`config.mk`:
```
export PLATFORM = sky130hd
export DESIGN_NAME = ffba_cell
export DESIGN_NICKNAME = d
export VERILOG_FILES = /design/src/design/ffba_pkg.sv /design/src/design/ffba_cell.sv
export SDC_FILE = /design/constraint.sdc
export NUM_CORES = 1
export LEC_CHECK = 0
export BUFFER_PORTS_ARGS = -buffer_cell sky130_fd_sc_hd__buf_4
export CORE_UTILIZATION = 35
export DETAILED_ROUTE_END_ITERATION = 6
export MAX_ROUTING_LAYER = met4
export PLACE_DENSITY_LB_ADDON = 0.3
export SLEW_MARGIN = 20
export SYNTH_ARGS = -nofsm -noshare
export SYNTH_HDL_FRONTEND = slang
export SYNTH_SLANG_ARGS = --single-unit
export TNS_END_PERCENT = 1
```
`constraint.sdc`:
```
create_clock -name clock -period 4.8 [get_ports clock]
set_input_delay 0.24 -clock clock [delete_from_list [all_inputs] [get_ports clock]]
set_output_delay 0.24 -clock clock [all_outputs]
set_load 0.02 [all_outputs]
```
`src/design/ffba_pkg.sv`:
```
// Package for the first-fit block allocator: payload structs, codes and
// defaults shared by the cell chain and the top level. No dependencies.
package ffba_pkg;

   localparam int REQ_W            = 24;
   localparam int OUT_W            = 24;
   localparam int RATE_W           = 16;
   localparam int POOL_W           = 24;
   localparam int CSR_IDX_W        = 2;
   localparam int CSR_DATA_W       = 24;
   localparam int MAX_BLOCKS_DEF   = 64;
   localparam int ADDR_BITS_DEF    = 24;
   localparam int HEADER_BYTES_DEF = 32;
   localparam int RATE_RESET       = 16;
   localparam int POOL_RESET       = 1048576;

   typedef enum logic [1:0] {
      OP_ALLOC = 2'd0,
      OP_FREE  = 2'd1,
      OP_MERGE = 2'd2,
      OP_NOP   = 2'd3
   } opcode_type;

   typedef enum logic [1:0] {
      STATUS_OK      = 2'd0,
      STATUS_NOFIT   = 2'd1,
      STATUS_NOMATCH = 2'd2,
      STATUS_FULL    = 2'd3
   } status_type;

   typedef enum logic [CSR_IDX_W-1:0] {
      CSR_COLLECT_RATE = 2'd0,
      CSR_POOL_SIZE    = 2'd1,
      CSR_SPARE2       = 2'd2,
      CSR_SPARE3       = 2'd3
   } csr_index_type;

   typedef enum logic [1:0] {
      MODE_IDLE  = 2'd0,
      MODE_ALLOC = 2'd1,
      MODE_FREE  = 2'd2,
      MODE_MERGE = 2'd3
   } mode_type;

   typedef enum logic [1:0] {
      FSM_IDLE  = 2'd0,
      FSM_MERGE = 2'd1,
      FSM_SCAN  = 2'd2,
      FSM_DONE  = 2'd3
   } fsm_type;

   typedef struct packed {
      logic [1:0]       opcode;
      logic [REQ_W-1:0] request_size;
      logic [REQ_W-1:0] free_address;
   } req_type;

   typedef struct packed {
      logic [OUT_W-1:0] payload_address;
      logic [1:0]       status;
   } rsp_type;

   // Token that walks the cell chain, carrying the outcome of the pass.
   typedef struct packed {
      logic             tok;
      logic             done;
      status_type       status;
      logic [OUT_W-1:0] addr;
   } pkt_type;

   // Broadcast from the top level to every cell.
   typedef struct packed {
      mode_type         mode;
      logic             launch;
      logic             load;
      logic             full;
      logic [REQ_W-1:0] size;
      logic [REQ_W-1:0] faddr;
   } cmd_type;

endpackage

```
`src/design/ffba_cell.sv`:
```
// One table entry of the allocator chain with its share of the walking token.
// Depends on ffba_pkg.
module ffba_cell
   import ffba_pkg::*;
#(
   parameter int K            = 0,
   parameter int MAX_BLOCKS   = MAX_BLOCKS_DEF,
   parameter int ADDR_BITS    = ADDR_BITS_DEF,
   parameter int HEADER_BYTES = HEADER_BYTES_DEF,
   parameter int CNT_W        = $clog2(MAX_BLOCKS + 1)
) (
   input  logic                 clock,
   input  logic                 reset,
   input  cmd_type              cmd,
   input  logic [CNT_W-1:0]     count,
   input  logic [ADDR_BITS-1:0] load_length,
   input  logic [ADDR_BITS-1:0] prev_start,
   input  logic [ADDR_BITS-1:0] prev_length,
   input  logic                 prev_used,
   input  logic                 prev_split,
   input  logic [ADDR_BITS-1:0] prev_spawn_start,
   input  logic [ADDR_BITS-1:0] prev_spawn_length,
   input  pkt_type              pkt_in,
   input  logic [ADDR_BITS-1:0] next_start,
   input  logic [ADDR_BITS-1:0] next_length,
   input  logic                 next_used,
   input  logic                 split_any,
   input  logic                 any_join,
   output logic [ADDR_BITS-1:0] start,
   output logic [ADDR_BITS-1:0] length,
   output logic                 used,
   output logic                 split,
   output logic                 joined,
   output logic [ADDR_BITS-1:0] spawn_start,
   output logic [ADDR_BITS-1:0] spawn_length,
   output pkt_type              pkt_out,
   output logic                 tok
);

   localparam int CMP_W = (ADDR_BITS > REQ_W) ? ADDR_BITS : REQ_W;
   localparam int SUM_W = CMP_W + 2;
   localparam logic [SUM_W-1:0] HDR = SUM_W'(HEADER_BYTES);
   localparam logic [ADDR_BITS-1:0] RESET_LEN =
      (K == 0) ? ADDR_BITS'(POOL_RESET - HEADER_BYTES) : '0;

   logic [ADDR_BITS-1:0] start_ff, start_in;
   logic [ADDR_BITS-1:0] length_ff, length_in;
   logic                 used_ff, used_in;
   logic                 visited_ff, visited_in;
   pkt_type              pkt_ff, pkt_in_next;

   logic             in_table, has_next, after, active;
   logic [SUM_W-1:0] len_ext, size_ext, leftover, payload_sum, spawn_sum, merge_sum;
   logic             fits, exact, fit_hit, match_hit;

   always_comb begin
      in_table    = CNT_W'(K) < count;
      has_next    = CNT_W'(K + 1) < count;
      after       = !visited_ff && !pkt_ff.tok;
      active      = pkt_ff.tok && !pkt_ff.done;
      len_ext     = SUM_W'(length_ff);
      size_ext    = SUM_W'(cmd.size);
      leftover    = len_ext - size_ext;
      fits        = len_ext >= size_ext;
      exact       = leftover < HDR;
      payload_sum = SUM_W'(SUM_W'(start_ff) + HDR);
      payload_sum = SUM_W'(payload_sum[ADDR_BITS-1:0]);
      spawn_sum   = SUM_W'(start_ff) + HDR + size_ext;
      merge_sum   = len_ext + HDR + SUM_W'(next_length);
      fit_hit     = (cmd.mode == MODE_ALLOC) && active && in_table && !used_ff && fits;
      match_hit   = (cmd.mode == MODE_FREE) && active && in_table &&
                    (payload_sum == SUM_W'(cmd.faddr));
      split       = fit_hit && !exact && !cmd.full;
      joined      = (cmd.mode == MODE_MERGE) && pkt_ff.tok && has_next &&
                    !used_ff && !next_used;
   end

   assign spawn_start  = spawn_sum[ADDR_BITS-1:0];
   assign spawn_length = ADDR_BITS'(leftover - HDR);

   always_comb begin
      pkt_out     = pkt_ff;
      pkt_out.tok = pkt_ff.tok && !joined;
      if (fit_hit) begin
         pkt_out.done = 1'b1;
         if (!exact && cmd.full) begin
            pkt_out.status = STATUS_FULL;
            pkt_out.addr   = '0;
         end else begin
            pkt_out.status = STATUS_OK;
            pkt_out.addr   = payload_sum[OUT_W-1:0];
         end
      end else if (match_hit) begin
         pkt_out.done   = 1'b1;
         pkt_out.status = STATUS_OK;
         pkt_out.addr   = '0;
      end
   end

   always_comb begin
      start_in    = start_ff;
      length_in   = length_ff;
      used_in     = used_ff;
      pkt_in_next = joined ? pkt_ff : pkt_in;
      visited_in  = cmd.launch ? 1'b0 : (visited_ff || pkt_ff.tok);
      if (cmd.load) begin
         start_in    = '0;
         length_in   = (K == 0) ? load_length : '0;
         used_in     = 1'b0;
         pkt_in_next = '0;
         visited_in  = 1'b0;
      end else if (fit_hit) begin
         if (exact) begin
            used_in = 1'b1;
         end else if (!cmd.full) begin
            length_in = size_ext[ADDR_BITS-1:0];
            used_in   = 1'b1;
         end
      end else if (match_hit) begin
         used_in = 1'b0;
      end else if (joined) begin
         length_in = merge_sum[ADDR_BITS-1:0];
      end else if (prev_split) begin
         start_in  = prev_spawn_start;
         length_in = prev_spawn_length;
         used_in   = 1'b0;
      end else if (split_any && after && (CNT_W'(K) <= count)) begin
         start_in  = prev_start;
         length_in = prev_length;
         used_in   = prev_used;
      end else if (any_join && after) begin
         start_in  = next_start;
         length_in = next_length;
         used_in   = next_used;
      end
   end

   always_ff @(posedge clock) begin
      if (reset) begin
         start_ff   <= '0;
         length_ff  <= RESET_LEN;
         used_ff    <= 1'b0;
         visited_ff <= 1'b0;
         pkt_ff     <= '0;
      end else begin
         start_ff   <= start_in;
         length_ff  <= length_in;
         used_ff    <= used_in;
         visited_ff <= visited_in;
         pkt_ff     <= pkt_in_next;
      end
   end

   assign start  = start_ff;
   assign length = length_ff;
   assign used   = used_ff;
   assign tok    = pkt_ff.tok;

endmodule

```
==> impl_metrics.json <==
{
  "die_y_um": 171,
  "placed_cell_area_um2": 13400,
  "crit_required_ps": 4560,
  "ant_nets": 0,
  "cts_tree": "done",
  "syn-cell-area_um2": 10000,
  "synthDistinctLibCells": 81,
  "final_nets": 2119,
  "final_cell_mix": "buf_4, nand2_1, nor2_1",
  "first_pass_iters": 7,
  "final_common_cell": "buf_4",
  "overflow": 0,
  "root_buffer": "clkbuf_16",
  "cts_inserted_buffers": 9,
  "gp_congestion": 1.03,
  "fin_skew_ps": 15.2,
  "relSlewSlack": 0.440,
  "htreeDepth": 3,
  "io_pins": 391,
  "die-area_um2": 29300,
  "min_period_over_period": 0.992,
  "clk_latency_ps": 360,
  "rsz0062_at_grt": "yes",
  "synthToLayoutAreaGrowth_pct": 40.1,
  "maxCapViolations": 0,
  "drc": 0,
  "avgRoutedWirePerCell_um": 21.6,
  "core-area_um2": 27900,
  "die_w_um": 171,
  "finalMaxSlewViolations": 0,
  "syn_nets": 1745,
  "grt_start_max_net_pins": 98,
  "synth_edf_count": 0,
  "crit_arrival_ps": 4520,
  "layout.cells.non_filler": 2145,
  "fin_util": 0.502,
  "first_iter_violations": 982,
  "fmax_ghz": 0.210,
  "cts_num_sinks": 78,
  "viasPerCell": 5.70,
  "cts_buffer_depth": 2,
  "status": "completed",
  "yosys.area.top_type": "dfxtp_1",
  "io_buffers": 390,
  "hold_viol": 0,
  "grt_antenna_before_repair": 3,
  "setup_viol": 0,
  "worstSetupEndpointType": "output port",
  "fin_area_um2": 14000,
  "ys_seq_area_frac": 0.156,
  "synth.area.top_cells": "dfxtp_1, ha_1, mux2i_1",
  "dp_hpwl_um": 38400,
  "min_period_ps": 4760,
  "grt_usage": 0.313,
  "start_util": 0.358,
  "clk_pin_slew_ps": 70,
  "ctsHoldBuffers": 0,
  "p_per_area_nw_per_um2": 240,
  "hp-class": "primary input to flop",
  "synth_ff_type": "dfxtp_1",
  "ir_drop_v": 0.000154,
  "dp_cells": 2111,
  "via_count": 12233,
  "p_leak_nw": 6.61,
  "worst_pin_slew_ps": 839,
  "fill_cells": 2828,
  "start_kind": "flop",
  "ys_async_sr_fraction": 0,
  "cp_max_fo": 7,
  "syn_inst": 1385,
  "synth_top_area_frac": 0.156,
  "drive_gt1_frac": 0.296,
  "synth-seq-cells": 78,
  "synth_warnings": 0,
  "grt_pass1_wl_um": 65800,
  "grt_pass1_vias": 11162,
  "row_count": 61,
  "routed_wl_um": 46400,
  "path_class": "flop to output port",
  "avgSynthCellArea_um2": 7.23
}
## cells by family after synthesis
group	share of synthesized area
simple gates	0.217
buf+inv	0.0516
xor+xnor	0.0991
flops	0.156
compound gates	0.266
fa+ha+maj	0.124
mux	0.0863
## timing repair
| item | in CTS | in global routing |
|---|---|---|
| pin swaps | 4 | 16 |
| setup endpoints to repair | 26 | 27 |
| buffers inserted | 1 | 14 |
| resized for setup | 4 | 51 |
| gates cloned | 0 | 0 |
## worst max-delay path: stages, from the launching register on
cell      delay, ps
dfxtp_2         320
inv_2            70
ha_4            130
inv_2            40
fa_2            380
a211oi_2        310
o211ai_1        230
nand2_2         180
o31ai_4          70
xor2_2          200
a2111o_1        390
or4_4           590
or4_4           560
a21o_4          270
buf_4           160
o21ai_2         130
buf_6           140
## through the flow
step                      setup TNS, ps  hold slack, ps  power [mW]  setup slack, ps
after floorplan                       0             319        1.84              388
after global placement                0             405        2.55              127
after detailed placement              0             415        2.56             43.2
after CTS                             0            39.7        3.31             11.0
after global routing               -298            41.8        3.54            -33.3
final                                 0            49.6        3.37             40.3
## power by group
part           internal (mW)  total (mW)  switching [mW]
clock network          0.410       0.731           0.321
registers              0.687       0.748          0.0615
logic                  0.827        1.89            1.06
## sequential cells by signal (all words and copies together) (netlist names)
name,flops
pkt_ff,27
length,24
start,24
tok,1
used,1
visited_ff,1
## worst paths after layout
check / endpoint / startpoint / slack (ps) / cells past startpoint
worst max-delay path: pkt_out[23] / length[0]$_SDFFE_PP0P_ / 40 / 16
worst min-delay path: visited_ff$_SDFF_PP0_ / cmd[50] / 50 / 2
worst max register to register: used$_SDFFE_PP0P_ / length[0]$_SDFFE_PP0P_ / 470 / 17
worst min register to register: pkt_ff[8]$_SDFFE_PP0N_ / pkt_ff[8]$_SDFFE_PP0N_ / 460 / 2
## layout make-up
cell class | count | area (um^2) | share of cell area
multi-input combinational | 1174 | 8140 | 0.580
inverter | 58 | 218 | 0.0155
timing repair buffer | 438 | 3310 | 0.236
tap | 378 | 473 | 0.0337
clock buffer | 9 | 225 | 0.0161
sequential | 78 | 1580 | 0.112
antenna | 3 | 7.51 | 0.000535
clock inverter | 7 | 78.8 | 0.00562
## Yosys cell counts, types with 26 or more instances
library cell	instances
a211oi_1	26
a21oi_1	118
clkbuf_1	61
dfxtp_1	78
ha_1	94
inv_1	57
mux2i_1	84
nand2_1	160
nand3_1	32
nor2_1	134
nor3_1	32
o21ai_0	98
xnor2_1	57
xor2_1	51
## routing by layer
layer	global-route usage	vias to the layer above	share of wire
li1	-	5799	-
met1	0.388	5733	0.42
met4	0.167	0	0.054
met2	0.488	584	0.46
met5	-	-	0
met3	0.0456	117	0.067
Note: power is estimated with default switching activity, not from simulation.
